==> src/rtl/core/assert_macros.svh <==
// Assertion macros shared by the RTL of the tape pulse decoder.
// Needs nothing else; included by files that carry assertions.
`ifndef ASSERT_MACROS_SVH
`define ASSERT_MACROS_SVH

// Property must hold at every clock edge outside reset.
`define ASSERT_PROP(lbl, clk, rstn, prop) \
  lbl: assert property (@(posedge clk) disable iff (!(rstn)) (prop)) \
    else $error("assertion failed");

// Condition must never be seen at a clock edge outside reset.
`define ASSERT_NEVER(lbl, clk, rstn, cond) \
  lbl: assert property (@(posedge clk) disable iff (!(rstn)) !(cond)) \
    else $error("forbidden condition seen");

`endif

==> src/rtl/core/tpbs_pkg.sv <==
// Package for the tape pulse bit and sync decoder: types, constants and
// the per-bit framing function. Depends on nothing.
`timescale 1ns / 1ps

package tpbs_pkg;

  localparam int unsigned PULSE_BITS = 16;
  localparam int unsigned LIMIT_W    = 16;
  localparam int unsigned CMP_W      = (PULSE_BITS > LIMIT_W) ? PULSE_BITS : LIMIT_W;
  localparam int unsigned CFG_IDX_W  = 2;
  localparam int unsigned CFG_DATA_W = 16;

  // Configuration register indexes
  localparam logic [CFG_IDX_W-1:0] CFG_SHORT_LIMIT   = 2'd0;
  localparam logic [CFG_IDX_W-1:0] CFG_LONG_LIMIT    = 2'd1;
  localparam logic [CFG_IDX_W-1:0] CFG_PILOT_VALUE   = 2'd2;
  localparam logic [CFG_IDX_W-1:0] CFG_MIN_PILOT_RUN = 2'd3;

  // Reset values
  localparam logic [LIMIT_W-1:0] SHORT_LIMIT_RST   = 16'd422;
  localparam logic [LIMIT_W-1:0] LONG_LIMIT_RST    = 16'd600;
  localparam logic [7:0]         PILOT_VALUE_RST   = 8'h55;
  localparam logic [7:0]         MIN_PILOT_RUN_RST = 8'h08;

  // Hunting byte that forces the bit machine back to its second phase
  localparam logic [7:0] FORCE_VALUE = 8'h3f;
  localparam logic [7:0] PILOT_MAX   = 8'hff;

  typedef enum logic [1:0] {
    PH_FIRST  = 2'd0,
    PH_SECOND = 2'd1,
    PH_NEXT0  = 2'd2,
    PH_NEXT1  = 2'd3
  } bit_phase_e;

  typedef enum logic [1:0] {
    FR_HUNT  = 2'd0,
    FR_COUNT = 2'd1,
    FR_DATA  = 2'd2
  } frame_e;

  localparam logic KIND_SYNC = 1'b0;
  localparam logic KIND_DATA = 1'b1;

  typedef struct packed {
    logic [LIMIT_W-1:0] short_limit;
    logic [LIMIT_W-1:0] long_limit;
    logic [7:0]         pilot_value;
    logic [7:0]         min_pilot_run;
  } cfg_t;

  typedef struct packed {
    bit_phase_e phase;
    logic [7:0] shift_byte;
    logic [2:0] bit_count;
    frame_e     frame;
    logic [7:0] pilot_cnt;
    logic [7:0] checksum;
  } state_t;

  typedef struct packed {
    logic [7:0] byte_value;
    logic       byte_kind;
    logic [7:0] running_sum;
    logic [7:0] pilot_run;
  } result_t;

  typedef struct packed {
    state_t  st;
    logic    emit;
    result_t res;
  } take_t;

  localparam state_t STATE_RST = '{
    phase:      PH_SECOND,
    shift_byte: 8'h00,
    bit_count:  3'd0,
    frame:      FR_HUNT,
    pilot_cnt:  8'h00,
    checksum:   8'h00
  };

  // Shift one bit into the byte and advance the framing logic.
  function automatic take_t take_bit(state_t s, logic b, cfg_t c);
    take_t      t;
    logic [7:0] sh;
    logic [2:0] bc;
    logic [7:0] sum;
    t      = '0;
    t.st   = s;
    sh     = {s.shift_byte[6:0], b};
    bc     = s.bit_count + 3'd1;
    sum    = s.checksum + sh + 8'd1;
    t.st.shift_byte = sh;
    if (s.frame == FR_HUNT) begin
      if (sh == FORCE_VALUE) begin
        t.st.phase = PH_SECOND;
      end
      if (sh == c.pilot_value) begin
        t.st.frame     = FR_COUNT;
        t.st.pilot_cnt = 8'd1;
        t.st.bit_count = 3'd0;
      end
    end else begin
      t.st.bit_count = bc;
      if (bc == 3'd0) begin
        if (s.frame == FR_COUNT) begin
          if (sh == c.pilot_value) begin
            if (s.pilot_cnt != PILOT_MAX) begin
              t.st.pilot_cnt = s.pilot_cnt + 8'd1;
            end
          end else if (s.pilot_cnt < c.min_pilot_run) begin
            // run too short: keep hunting from this byte
            t.st.frame = FR_HUNT;
          end else begin
            t.st.frame    = FR_DATA;
            t.st.checksum = 8'h00;
            t.emit        = 1'b1;
            t.res         = '{byte_value: sh, byte_kind: KIND_SYNC,
                              running_sum: 8'h00, pilot_run: s.pilot_cnt};
          end
        end else begin
          t.st.checksum = sum;
          t.emit        = 1'b1;
          t.res         = '{byte_value: sh, byte_kind: KIND_DATA,
                            running_sum: sum, pilot_run: s.pilot_cnt};
        end
      end
    end
    return t;
  endfunction

endpackage

==> src/rtl/core/tpbs_step.sv <==
// Per-pulse decode: classification, bit machine and framing of up to two bits.
// Depends on tpbs_pkg.
`timescale 1ns / 1ps

module tpbs_step (
  input  tpbs_pkg::state_t                 state_i,
  input  tpbs_pkg::cfg_t                   cfg_i,
  input  logic [tpbs_pkg::PULSE_BITS-1:0]  pulse_length_i,
  input  logic                             restart_i,
  output tpbs_pkg::state_t                 state_o,
  output logic                             emit_o,
  output tpbs_pkg::result_t                result_o
);

  tpbs_pkg::state_t s0;
  tpbs_pkg::state_t s1;
  tpbs_pkg::state_t s2;
  tpbs_pkg::take_t  t1;
  tpbs_pkg::take_t  t2;
  logic [tpbs_pkg::CMP_W-1:0] len;
  logic is_short;
  logic is_long;
  logic b1;
  logic b2;
  logic second;

  // Restart clears the frame before this pulse is looked at
  assign s0  = restart_i ? tpbs_pkg::STATE_RST : state_i;

  // Short test first, so crossed limits still give short
  assign len      = tpbs_pkg::CMP_W'(pulse_length_i);
  assign is_short = len < tpbs_pkg::CMP_W'(cfg_i.short_limit);
  assign is_long  = !is_short && (len >= tpbs_pkg::CMP_W'(cfg_i.long_limit));

  // First bit of the pulse
  always_comb begin
    s1 = s0;
    if (s0.phase == tpbs_pkg::PH_FIRST) begin
      b1 = is_short;
      if (!is_short) begin
        s1.phase = is_long ? tpbs_pkg::PH_NEXT1 : tpbs_pkg::PH_NEXT0;
      end
    end else begin
      b1 = !is_short;
      if (!is_short) begin
        s1.phase = tpbs_pkg::PH_FIRST;
      end
    end
  end

  assign t1 = tpbs_pkg::take_bit(s1, b1, cfg_i);

  // Pending second bit, unless the force value dropped it
  assign second = (t1.st.phase == tpbs_pkg::PH_NEXT0) ||
                  (t1.st.phase == tpbs_pkg::PH_NEXT1);
  assign b2     = (t1.st.phase == tpbs_pkg::PH_NEXT1);

  always_comb begin
    s2       = t1.st;
    s2.phase = b2 ? tpbs_pkg::PH_FIRST : tpbs_pkg::PH_SECOND;
  end

  assign t2 = tpbs_pkg::take_bit(s2, b2, cfg_i);

  // Only one byte per pulse leaves; a second one is absorbed
  assign state_o  = second ? t2.st : t1.st;
  assign emit_o   = t1.emit || (second && t2.emit);
  assign result_o = t1.emit ? t1.res : t2.res;

endmodule

==> src/rtl/core/tpbs_out_buf.sv <==
// Two-entry result buffer between the decoder and the output channel.
// Depends on tpbs_pkg.
`timescale 1ns / 1ps

module tpbs_out_buf (
  input  logic              clk_i,
  input  logic              rst_ni,
  input  logic              push_i,
  input  tpbs_pkg::result_t push_data_i,
  input  logic              pop_i,
  output logic              full_o,
  output logic              valid_o,
  output tpbs_pkg::result_t data_o
);

  tpbs_pkg::result_t buf_q [2];
  logic       wr_ptr_q, wr_ptr_d;
  logic       rd_ptr_q, rd_ptr_d;
  logic [1:0] cnt_q, cnt_d;

  // Pointer and fill count update
  always_comb begin
    wr_ptr_d = push_i ? !wr_ptr_q : wr_ptr_q;
    rd_ptr_d = pop_i  ? !rd_ptr_q : rd_ptr_q;
    cnt_d    = cnt_q + {1'b0, push_i} - {1'b0, pop_i};
  end

  always_ff @(posedge clk_i or negedge rst_ni) begin
    if (!rst_ni) begin
      wr_ptr_q <= 1'b0;
      rd_ptr_q <= 1'b0;
      cnt_q    <= 2'd0;
    end else begin
      wr_ptr_q <= wr_ptr_d;
      rd_ptr_q <= rd_ptr_d;
      cnt_q    <= cnt_d;
    end
  end

  // Payload storage, no reset needed
  always_ff @(posedge clk_i) begin
    if (push_i) begin
      buf_q[wr_ptr_q] <= push_data_i;
    end
  end

  assign full_o  = (cnt_q == 2'd2);
  assign valid_o = (cnt_q != 2'd0);
  assign data_o  = buf_q[rd_ptr_q];

endmodule

==> src/rtl/core/tape_pulse_bit_sync_decoder_core.sv <==
// Top level of the tape pulse bit and sync decoder.
// Depends on tpbs_pkg, tpbs_step, tpbs_out_buf and assert_macros.svh.
`timescale 1ns / 1ps
`include "assert_macros.svh"

// Usage
// - Input channel: one transaction per measured pulse (pulse_length_i,
//   restart_i), taken when in_valid_i is high and in_stall_o is low.
// - Output channel: one transaction per emitted byte (sync or data), taken
//   when out_valid_o is high and out_stall_i is low.
// - Configuration: cfg_we_i writes cfg_data_i into register cfg_index_i
//   (short limit, long limit, pilot value, minimum pilot run); write only
//   while the block is idle.
// - Throughput: one pulse per cycle while in_stall_o is low. The whole pulse
//   (classification, both bits of the bit machine, framing) is decoded
//   combinationally; the frame state registers update at the accepting edge.
// - Output path: a byte caused by a pulse is written into the result buffer at
//   the accepting edge and is shown once the bytes ahead of it are taken.
// - A two-entry result buffer parts the channels: while the receiver stalls,
//   pulses keep being taken until the buffer holds two bytes; then
//   in_stall_o stays high until a byte is taken.
// - Reset clears the frame state (hunting, bit machine in its second
//   phase), empties the result buffer and loads the default register values.
module tape_pulse_bit_sync_decoder_core (
  input  logic                               clk_i,
  input  logic                               rst_ni,
  // configuration
  input  logic                               cfg_we_i,
  input  logic [tpbs_pkg::CFG_IDX_W-1:0]     cfg_index_i,
  input  logic [tpbs_pkg::CFG_DATA_W-1:0]    cfg_data_i,
  // pulse input
  input  logic                               in_valid_i,
  output logic                               in_stall_o,
  input  logic [tpbs_pkg::PULSE_BITS-1:0]    pulse_length_i,
  input  logic                               restart_i,
  // byte output
  output logic                               out_valid_o,
  input  logic                               out_stall_i,
  output logic [7:0]                         byte_value_o,
  output logic                               byte_kind_o,
  output logic [7:0]                         running_sum_o,
  output logic [7:0]                         pilot_run_o
);

  tpbs_pkg::cfg_t    cfg_q, cfg_d;
  tpbs_pkg::state_t  state_q;
  tpbs_pkg::state_t  state_nxt;
  tpbs_pkg::result_t step_res;
  tpbs_pkg::result_t out_res;
  logic              step_emit;
  logic              in_acc;
  logic              out_acc;
  logic              buf_full;
  logic              pend_bit;
  logic              frame_data;
  logic              frame_hunt;

  assign in_acc  = in_valid_i && !in_stall_o;
  assign out_acc = out_valid_o && !out_stall_i;

  // Configuration registers
  always_comb begin
    cfg_d = cfg_q;
    if (cfg_we_i) begin
      case (cfg_index_i)
        tpbs_pkg::CFG_SHORT_LIMIT:   cfg_d.short_limit   = cfg_data_i;
        tpbs_pkg::CFG_LONG_LIMIT:    cfg_d.long_limit    = cfg_data_i;
        tpbs_pkg::CFG_PILOT_VALUE:   cfg_d.pilot_value   = cfg_data_i[7:0];
        tpbs_pkg::CFG_MIN_PILOT_RUN: cfg_d.min_pilot_run = cfg_data_i[7:0];
        default: ;
      endcase
    end
  end

  always_ff @(posedge clk_i or negedge rst_ni) begin
    if (!rst_ni) begin
      cfg_q.short_limit   <= tpbs_pkg::SHORT_LIMIT_RST;
      cfg_q.long_limit    <= tpbs_pkg::LONG_LIMIT_RST;
      cfg_q.pilot_value   <= tpbs_pkg::PILOT_VALUE_RST;
      cfg_q.min_pilot_run <= tpbs_pkg::MIN_PILOT_RUN_RST;
    end else begin
      cfg_q <= cfg_d;
    end
  end

  // Pulse decode
  tpbs_step u_step (
    .state_i        (state_q),
    .cfg_i          (cfg_q),
    .pulse_length_i (pulse_length_i),
    .restart_i      (restart_i),
    .state_o        (state_nxt),
    .emit_o         (step_emit),
    .result_o       (step_res)
  );

  // Frame state advances on each accepted pulse
  always_ff @(posedge clk_i or negedge rst_ni) begin
    if (!rst_ni) begin
      state_q <= tpbs_pkg::STATE_RST;
    end else if (in_acc) begin
      state_q <= state_nxt;
    end
  end

  // Result buffer
  tpbs_out_buf u_out_buf (
    .clk_i       (clk_i),
    .rst_ni      (rst_ni),
    .push_i      (in_acc && step_emit),
    .push_data_i (step_res),
    .pop_i       (out_acc),
    .full_o      (buf_full),
    .valid_o     (out_valid_o),
    .data_o      (out_res)
  );

  assign in_stall_o    = buf_full;
  assign byte_value_o  = out_res.byte_value;
  assign byte_kind_o   = out_res.byte_kind;
  assign running_sum_o = out_res.running_sum;
  assign pilot_run_o   = out_res.pilot_run;

  // Checks
  assign pend_bit   = (state_q.phase == tpbs_pkg::PH_NEXT0) ||
                      (state_q.phase == tpbs_pkg::PH_NEXT1);
  assign frame_data = (state_q.frame == tpbs_pkg::FR_DATA);
  assign frame_hunt = (state_q.frame == tpbs_pkg::FR_HUNT);

  `ASSERT_PROP(a_full_has_output, clk_i, rst_ni, in_stall_o |-> out_valid_o)
  `ASSERT_NEVER(a_no_pending_bit, clk_i, rst_ni, pend_bit)
  `ASSERT_PROP(a_sum_only_in_data, clk_i, rst_ni, !frame_data |-> (state_q.checksum == 8'h00))
  `ASSERT_PROP(a_count_nonzero, clk_i, rst_ni, !frame_hunt |-> (state_q.pilot_cnt != 8'h00))

endmodule
==> config.mk <==
export PLATFORM = sky130hd
export DESIGN_NAME = tape_pulse_bit_sync_decoder_core
export DESIGN_NICKNAME = d
export VERILOG_FILES = /design/src/rtl/core/tpbs_pkg.sv /design/src/rtl/core/tpbs_step.sv /design/src/rtl/core/tpbs_out_buf.sv /design/src/rtl/core/tape_pulse_bit_sync_decoder_core.sv
export VERILOG_INCLUDE_DIRS = /design/src /design/src/rtl/core
export SDC_FILE = /design/constraint.sdc
export NUM_CORES = 1
export LEC_CHECK = 0
export BUFFER_PORTS_ARGS = -buffer_cell sky130_fd_sc_hd__buf_4
export CAP_MARGIN = 20
export CORE_UTILIZATION = 35
export CTS_CLUSTER_SIZE = 8
export DETAILED_ROUTE_END_ITERATION = 12
export GPL_TIMING_DRIVEN = 0
export PLACE_DENSITY = 0.64
export SYNTH_ARGS = -nofsm -noshare
export SYNTH_HDL_FRONTEND = slang
export SYNTH_SLANG_ARGS = --single-unit
==> constraint.sdc <==
create_clock -name clk_i -period 5.8 [get_ports clk_i]
set_input_delay 0.29 -clock clk_i [delete_from_list [all_inputs] [get_ports clk_i]]
set_output_delay 0.29 -clock clk_i [all_outputs]
set_load 0.02 [all_outputs]
==> metrics.txt, run 1 <==
number of synthesized flops with an enable pin 50; worst-case clock skew 0.00874 ns; worst slack, placed -1.75 ns; post-synthesis register bit count 132; Final min period 5.61 ns; global-route wire length before repair 37100 um; Antenna Cells 0; GRT overflow 0; Post-route DRC 0; Max VDD drop 0.225 mV; Final Hold Viols 0; Main synth FF type dfrtp_1; PortBufs 66; setup violation total in the final timing report 0; Final nets 1103; Netlist Area Pre-Place 8790 sq um; worst stage delay on the critical path 0.51 ns; Buf+Inv Stages, Crit Path 4; die area 25800 sq um; Fillers 2286; detailed-route via count 7280; Wirelength per Cell 17.5 um; syn nets 1011; switching pwr 0.00139 W; Worst Max-Slew Pin Slew 0.849 ns; hold wc startpoint cfg_data_i[10]; post-synthesis mux area share 7.83%; Starting DRT DRC Count 482; share of power burned in registers 32.6%; syn avg cell area 9.75 sq um; clock sinks 132; Min Hold Slack 0.0820 ns; commonest non-fill, non-tap cells in the layout 76 x inv_1, 71 x buf_4, 69 x nand2_1; initial antenna violation count 0; CTS tree done; CTS Buf Count 17; Max FO, Critical Path 10; pin count of the biggest net entering global routing 48; commonest non-fill, non-tap cell in the layout inv_1; fin worst setup slack 0.188 ns; routability cong. 0.932; Max Cap Viol 0; Tot GR Track Use 18.5%; R2R Path End u_out_buf.buf_q[1][15]$_DFFE_PP_; Post-Route Utilization 43.0%; area grow syn2layout 19.7%; worst r2r path cells 23; largest cells by area after synthesis dfrtp_1 19%, edfxtp_1 17%, ha_1 9.5%; Simple-Gate Fraction of Synth Area 14.5%; setup TNS 0 ns; I/O Pins 67; leakage 4.43 nW; Die Ht 160 um; register area share after synthesis 40.6%; drt pass-1 iters 5; CP arrival 5.77 ns; outcome finished clean; row count 57; H-Tree Depth 4; Synth Area in XOR/XNOR 2.99%; Seq. cell area 3570 sq um; area leader, netlist dfrtp_1; post-synthesis compound-gate area fraction 19.2%; Clock power frac 29.8%; post-DR vias/cell 5.47; Logic pwr share 37.6%; final WL 23300 um; critical path cell sequence inv_1 > ha_1 > a2111oi_4 > o32ai_4 > or3_1 > buf_2 > a21oi_4 > buf_4 > a211oi_1 > o21ai_2 > buf_6 > nand2_1 > o21ai_1 > ha_1 > a21o_1 > a21o_1 > a21o_1 > a21o_1 > a21o_1 > a21oi_1 > xnor2_1 > xnor2_1 > o21ai_1; worst r2r src cfg_q[33]$_DFFE_PN1P_; highest clock rate 178 MHz; Worst-Skew Late Latency 0.43 ns; CTS Buffer Depth 2; Critical Path RT 5.96 ns; Initial Util 35.9%; RSZ-0062 raised after global routing true; Antenna Nets Post-Route 0; Reg clk slew, reported paths 0.06 ns; critical path capture point type flip-flop; Tcrit/Tclk final 96.8%; largest family of logic cells by synthesized area compound AO/OA/AOI/OAI gates; root buffer cell clkbuf_16; Distinct cells, synth 77; Mapped Cells 902; Pint 0.00243 W; Hold Path Class primary input to flip-flop; Startpoint Class flip-flop; Slew headroom 42.9%; core area 24500 sq um; adder-cell share of the synthesized area 9.99%; Synth Warn # 0; total power 0.00382 W; Setup CP Type flip-flop to flip-flop; CP max stage cell dfstp_2; post-DP HPWL 17800 um; number of global-route vias before repair 6902; Multi-input gate area 4880 sq um; Max Slew Vio Count 0; Largest delay share family, worst path compound AO/OA/AOI/OAI gates; reg-to-reg slack, setup 0.19 ns; share of layout cells above drive strength 1 21.9%; Worst path most repeated cell a21o_1; PwrDens 363 nW/um^2; Die Wd 160 um; asr flop ratio synth 62.1%; Yosys top cell area share 19.1%; worst hold endpoint cfg_q[42]$_DFFE_PN0P_; Net Sw Frac 36.4%; hold depth 3
-- registers in the layout (all words and copies together), names as in the netlist --
signal	count
u_out_buf.buf_q	50
cfg_q	48
u_out_buf.wr_ptr_q	1
state_q	30
u_out_buf.rd_ptr_q	1
u_out_buf.cnt_q	2
-- synthesized netlist by cell type (8+ instances only) --
library cell  count
nand2b_1         24
a31oi_1           9
o22ai_1          18
inv_1            76
nor2_1           63
xor2_1           11
nor3_1            8
nand2_1          69
dfrtp_1          67
a21oi_1          45
clkbuf_1         26
xnor2_1          19
mux2_2           58
dfstp_2          15
nor2b_1          22
ha_1             67
nand4_1          14
edfxtp_1         50
nand3_1          14
a21o_1           22
o21ai_0          55
-- power by group through the flow --
| stage | Combinational [W] | Clock, W | Sequential, W |
|---|---|---|---|
| floorplan | 0.00101 | 0 | 0.00122 |
| finish | 0.00144 | 0.00114 | 0.00125 |
| global route | 0.00157 | 0.00120 | 0.00127 |
| detailed placement | 0.00140 | 0 | 0.00126 |
| CTS | 0.00142 | 0.00115 | 0.00124 |
| global placement | 0.00137 | 0 | 0.00125 |
-- worst register-to-register path: cells and delay by family, from the launching register on --
kind	cells	cell delay, ns
fa+ha+maj	2	0.61
simple gates	2	0.45
buf+inv	4	0.72
flops	1	0.51
compound gates	13	2.74
xor+xnor	2	0.32
-- worst max-delay path by stage --
stage                          startpoint                                to  cells past startpoint  slack [ns]
floorplan                       restart_i   u_out_buf.buf_q[0][0]$_DFFE_PP_                     25        0.15
global placement                restart_i  u_out_buf.buf_q[0][13]$_DFFE_PP_                     26       -2.00
detailed placement              restart_i  u_out_buf.buf_q[0][13]$_DFFE_PP_                     27       -1.75
CTS                 cfg_q[33]$_DFFE_PN1P_  u_out_buf.buf_q[0][15]$_DFFE_PP_                     23        0.03
global route                    restart_i      u_out_buf.cnt_q[1]$_DFF_PN0_                     30       -0.05
finish              cfg_q[33]$_DFFE_PN1P_  u_out_buf.buf_q[1][15]$_DFFE_PP_                     23        0.19
-- per-stage QoR --
step	cells	instance area (sq um)
2_1_floorplan	902	8790
3_3_place_gp	1292	9700
3_5_place_dp	1295	9750
4_1_cts	1329	10400
5_1_grt	1331	10500
6_report	1331	10500
-- repair_timing --
action,in CTS,in global routing
buffers inserted,2,2
pin swaps,2,2
setup endpoints to repair,95,58
resized for setup,14,15
hold buffers,1,0
endpoints found under the hold margin,26,0
-- layer usage --
layer,wire length (um),global-route usage (%),vias to the layer above
li1,-,-,3475
met1,10400,24.2,3506
met2,11000,29.9,259
met3,1320,3.15,40
met4,600,7.92,0
met5,0,0,-
-- cells by family after synthesis --
kind of cell | count (synthesis)
xor gates and xnor gates | 30
buffers and inverters | 112
and+or+nand+nor | 251
muxes | 61
adders and majority gates | 69
AOI/OAI and AO/OA | 247
DFF | 132
-- layout make-up --
class                   count  share of cell area, %
multi-input cells         658                   46.4
flip-flops and latches    132                   33.9
repair buffers             74                   5.75
clock buffers              21                   4.48
well taps                 324                   3.85
inverters                  77                   2.75
plain buffers              34                   1.44
clock inverters            11                   1.39
No activity file was read; power rests on OpenSTA's default activity.
==> inputs of run 2 (changes only) <==
- GPL_TIMING_DRIVEN: 0 -> unset
==> run 2 against run 1 <==
Compared with the run above:
- first-iteration DRC count shrank 8.3%
- power shrank 0.49%
- die area is the same
- highest routed layer unchanged
- clock skew grew 0.0024 ns
- flip-flop and latch count is the same
- setup slack gained 0.14 ns
- core utilization shrank 0.29 points
- non-clock buffer count shrank 10
- fmax grew 2.6%
- via count shrank 2.8%
- wire length shrank 3.6%
- largest cell class unchanged
==> metrics.txt, run 2 (synthesized netlist as in run 1, its figures left out) <==
outcome finished clean; post-DR vias/cell 5.36; leakage 4.47 nW; Setup CP Type flip-flop to flip-flop; commonest non-fill, non-tap cells in the layout 96 x buf_4, 76 x inv_1, 69 x nand2_1; row count 57; share of layout cells above drive strength 1 23.2%; share of power burned in registers 33.3%; PwrDens 364 nW/um^2; Reg clk slew, reported paths 0.06 ns; Max FO, Critical Path 5; Final nets 1093; Wirelength per Cell 17.0 um; core area 24500 sq um; H-Tree Depth 4; switching pwr 0.00137 W; Initial Util 35.9%; Tcrit/Tclk final 94.3%; Antenna Nets Post-Route 0; biggest regs u_out_buf.buf_q x50, cfg_q x48, state_q x30; Starting DRT DRC Count 442; Hold Path Class primary input to flip-flop; Startpoint Class flip-flop; initial antenna violation count 0; # placed instances 1287; CTS tree done; worst r2r path cells 21; detailed-route via count 7077; Critical Path RT 5.97 ns; Post-Route Utilization 42.7%; max reg flops 50; Final min period 5.47 ns; Net Sw Frac 36.0%; Worst Max-Slew Pin Slew 0.940 ns; hold depth 3; Clock power frac 29.8%; Max Cap Viol 0; die area 25800 sq um; highest clock rate 183 MHz; Tot GR Track Use 18.2%; area grow syn2layout 18.9%; critical path capture point type flip-flop; Antenna Cells 0; root buffer cell clkbuf_16; Pint 0.00243 W; Slew headroom 37.1%; CP arrival 5.64 ns; CTS Buffer Depth 2; global-route wire length before repair 36700 um; Max VDD drop 0.256 mV; clock sinks 132; setup TNS 0 ns; final WL 22500 um; worst-case clock skew 0.0111 ns; number of global-route vias before repair 6947; RSZ-0062 raised after global routing false; Post-route DRC 0; Logic pwr share 36.9%; Die Ht 160 um; CTS Buf Count 17; PortBufs 66; setup violation total in the final timing report 0; Die Wd 160 um; Finished Layout Cells 1321; commonest non-fill, non-tap cell in the layout buf_4; Worst-Skew Late Latency 0.43 ns; drt pass-1 iters 5; Biggest register u_out_buf.buf_q; routability cong. 0.908; Final Hold Viols 0; pin count of the biggest net entering global routing 56; Max Slew Vio Count 0; post-DP HPWL 16900 um; I/O Pins 67; GRT overflow 0; setup repair bufs after CTS 0
==> run 2: final timing paths <==
kind | start | slack (ns) | endpoint
worst max-delay path | cfg_q[40]$_DFFE_PN1P_ | 0.33 | u_out_buf.buf_q[0][15]$_DFFE_PP_
min in group asynchronous | rst_ni | 0.31 | cfg_q[35]$_DFFE_PN0P_
max in group asynchronous | rst_ni | 4.42 | u_out_buf.wr_ptr_q$_DFFE_PN0P_
worst max register to register | cfg_q[40]$_DFFE_PN1P_ | 0.33 | u_out_buf.buf_q[0][15]$_DFFE_PP_
worst min-delay path | cfg_data_i[9] | 0.08 | cfg_q[41]$_DFFE_PN0P_
worst min register to register | u_out_buf.cnt_q[1]$_DFF_PN0_ | 0.49 | u_out_buf.cnt_q[1]$_DFF_PN0_
==> run 2: power by group through the flow <==
| stage | clock [W] | combinational, W | sequential (W) |
|---|---|---|---|
| 2_1_floorplan | 0 | 0.00101 | 0.00122 |
| 3_5_place_dp | 0 | 0.00134 | 0.00131 |
| 3_3_place_gp | 0 | 0.00131 | 0.00131 |
| 4_1_cts | 0.00116 | 0.00135 | 0.00129 |
| 6_report | 0.00113 | 0.00140 | 0.00127 |
| 5_1_grt | 0.00120 | 0.00155 | 0.00129 |
==> run 2: per-stage QoR <==
stage                     hold WS [ns]  worst slack, ns  total power, W  instance area [sq um]
final                           0.0771            0.332         0.00380                  10500
after CTS                       0.0683           0.0278         0.00379                  10400
after detailed placement         0.240           0.0563         0.00264                   9790
after global placement           0.246            0.240         0.00262                   9790
after global routing            0.0916           0.0138         0.00404                  10500
after floorplan               -0.00559            0.146         0.00223                   8790
==> run 2: layer usage <==
layer / global-route usage [%] / vias to the layer above / share of wire [%]
met5: 0 / - / 0
met4: 5.76 / 0 / 1.6
met3: 3.87 / 23 / 5.5
met2: 29.5 / 223 / 47
met1: 24.1 / 3382 / 46
li1: - / 3449 / -
==> run 2: worst max-delay path, cell delays in order (launching register included) <==
cell and delay, ns:
dfstp_2 0.51, inv_1 0.04, ha_1 0.27, nand4_1 0.13, a211o_1 0.31, o32ai_2 0.44, nor2_1 0.22, xnor2_2 0.31
inv_1 0.17, ha_1 0.27, fa_1 0.47, o21ai_1 0.28, ha_1 0.29, a21o_1 0.16, a21o_1 0.19, a21o_1 0.18
a21o_1 0.20, a21o_1 0.18, a21oi_1 0.17, xnor2_1 0.15, xnor2_1 0.17, o21ai_1 0.09
==> run 2: cell type report <==
type	count	area (sq um)
fillers	2332	14000
well taps	324	405
inverters	77	289
repair buffers	98	758
multi-input cells	658	4810
clock buffers	21	485
flip-flops and latches	132	3570
clock inverters	11	136
==> run 2: timing repair <==
| item | 4_1_cts | 5_1_grt |
|---|---|---|
| hold buffers | 1 | 0 |
| endpoints found under the setup margin | 0 | 3 |
| hold endpoints to repair | 23 | 0 |
| resized for setup | 0 | 3 |
==> inputs of run 3 (changes only) <==
- CELL_PAD_IN_SITES_DETAIL_PLACEMENT: unset -> 1
- CELL_PAD_IN_SITES_GLOBAL_PLACEMENT: unset -> 2
- PLACE_DENSITY: 0.64 -> 0.87
==> run 3 against run 2 <==
Compared with the run above:
- flip-flop and latch count unchanged
- via count increased by 1.3%
- sequential share of layout area increased by 0.14 points
- largest cell class unchanged
- highest routed layer unchanged
==> metrics.txt, run 3 (synthesized netlist as in run 1, its figures left out) <==
reg-to-reg slack, setup 0.47 ns; post-route cell area 10400 sq um; Antenna Cells 0; share of layout cells above drive strength 1 23.3%; core area 24500 sq um; routability cong. 0.872; PortBufs 66; outcome finished clean; Wirelength per Cell 19.1 um; setup TNS 0 ns; area grow syn2layout 18.4%; Fillers 2779; worst hold endpoint cfg_q[42]$_DFFE_PN0P_; hold wc startpoint cfg_data_i[10]; critical path capture point type flip-flop; Starting DRT DRC Count 330; Max VDD drop 0.223 mV; biggest regs u_out_buf.buf_q x50, cfg_q x48, state_q x30; clock sinks 132; Biggest register u_out_buf.buf_q; Startpoint Class flip-flop; Tcrit/Tclk final 92.0%; commonest non-fill, non-tap cells in the layout 96 x buf_4, 76 x inv_1, 69 x nand2_1; PwrDens 363 nW/um^2; hold depth 3; commonest non-fill, non-tap cell in the layout buf_4; Multi-input gate area 4830 sq um; CTS tree done; Antenna Nets Post-Route 0; Post-route DRC 0; CTS Buffer Depth 2; Worst-Skew Late Latency 0.44 ns; Slew headroom 30.6%; Seq. cell area 3570 sq um; I/O Pins 67; final WL 25200 um; setup repair bufs after CTS 0; number of global-route vias before repair 7524; R2R Path End u_out_buf.buf_q[1][15]$_DFFE_PP_; pin count of the biggest net entering global routing 62; Die Ht 160 um; H-Tree Depth 4; highest clock rate 187 MHz; Critical Path RT 5.98 ns; global-route wire length before repair 41000 um; initial antenna violation count 0; detailed-route via count 7169; Reg clk slew, reported paths 0.06 ns; Die Wd 160 um; Hold Path Class primary input to flip-flop; CTS Buf Count 17; row count 57; Area after DPL 9790 sq um; leakage 4.43 nW; Max Slew Vio Count 0; worst r2r src cfg_q[40]$_DFFE_PN1P_; CP arrival 5.51 ns; Max FO, Critical Path 5; Setup CP Type flip-flop to flip-flop; drt pass-1 iters 5; post-DP HPWL 19300 um; post-DR vias/cell 5.43; RSZ-0062 raised after global routing false; Worst Max-Slew Pin Slew 1.03 ns; setup violation total in the final timing report 0; Tot GR Track Use 20.4%; Initial Util 35.9%; Final min period 5.33 ns; die area 25800 sq um; root buffer cell clkbuf_16; worst r2r path cells 21; Final Hold Viols 0; worst-case clock skew 0.0110 ns; Final nets 1093; max reg flops 50; GRT overflow 0; Max Cap Viol 0
==> run 3: cell types whose count changed in the layout (fill, tap and decap cells not counted), moves of 2 or more <==
cell        before  now
bufinv_16        2    0
clkbuf_8         2    0
inv_6            4    7
clkinvlp_4       2    4
inv_8            1    4
==> run 3: timing repair <==
item	CTS	global route
setup endpoints to repair	0	8
hold buffers	1	0
endpoints found under the hold margin	15	0
resized for setup	0	5
==> run 3: per-layer routing <==
metal  part of all wire, %  track usage [%]  vias up
met2                    47             33.6      119
li1                      -                -     3443
met5                     0                0        -
met1                    48             27.6     3582
met4                   1.4             6.19        0
met3                   3.4             3.25       25
==> run 3: cell type report <==
class                   instances  share of cell area [%]
clock buffers                  17                    4.09
clock inverters                15                    1.31
inverters                      77                    2.78
multi-input cells             658                    46.3
flip-flops and latches        132                    34.3
well taps                     324                    3.89
repair buffers                 98                    7.28
==> run 3: how the worst max path moves through the flow <==
stage                                      from                                to  slack (ns)  depth (start not counted)
final                     cfg_q[40]$_DFFE_PN1P_  u_out_buf.buf_q[1][15]$_DFFE_PP_        0.47                         21
after global routing      cfg_q[40]$_DFFE_PN1P_      u_out_buf.cnt_q[1]$_DFF_PN0_        0.07                         26
after detailed placement  cfg_q[40]$_DFFE_PN1P_  u_out_buf.buf_q[1][15]$_DFFE_PP_        0.14                         21
after global placement    cfg_q[40]$_DFFE_PN1P_  u_out_buf.buf_q[1][15]$_DFFE_PP_        0.31                         21
after floorplan                       restart_i   u_out_buf.buf_q[0][0]$_DFFE_PP_        0.15                         25
after CTS                 cfg_q[40]$_DFFE_PN1P_  u_out_buf.buf_q[0][15]$_DFFE_PP_        0.11                         21
==> run 3: critical path: stages (launching register included) <==
cell and delay, ns:
dfstp_2 0.51, inv_1 0.05, ha_1 0.27, nand4_1 0.16
a211o_1 0.35, o32ai_4 0.33, nor2_1 0.19, xnor2_2 0.31
inv_1 0.10, ha_1 0.24, fa_1 0.49, o21ai_1 0.30
ha_1 0.30, a21o_1 0.16, a21o_1 0.19, a21o_1 0.18
a21o_1 0.19, a21o_1 0.18, a21oi_1 0.16, xnor2_1 0.15
xnor2_1 0.17, o21ai_1 0.12
==> run 3: stage by stage <==
step	setup WS (ns)	instances	util (%)	total power [W]	hold slack (ns)
finish	0.466	1321	42.6	0.00378	0.0761
detailed placement	0.137	1287	40.0	0.00271	0.205
global placement	0.313	1287	40.0	0.00265	0.197
floorplan	0.146	902	-	0.00223	-0.00559
CTS	0.113	1320	42.3	0.00377	0.0723
global route	0.0713	1321	42.6	0.00401	0.0923
==> run 3: power breakdown <==
part           total [W]  switching, W  internal (W)
sequential       0.00129      0.000162       0.00112
combinational    0.00145      0.000819      0.000628
clock            0.00105      0.000487      0.000567
total            0.00378       0.00147       0.00232
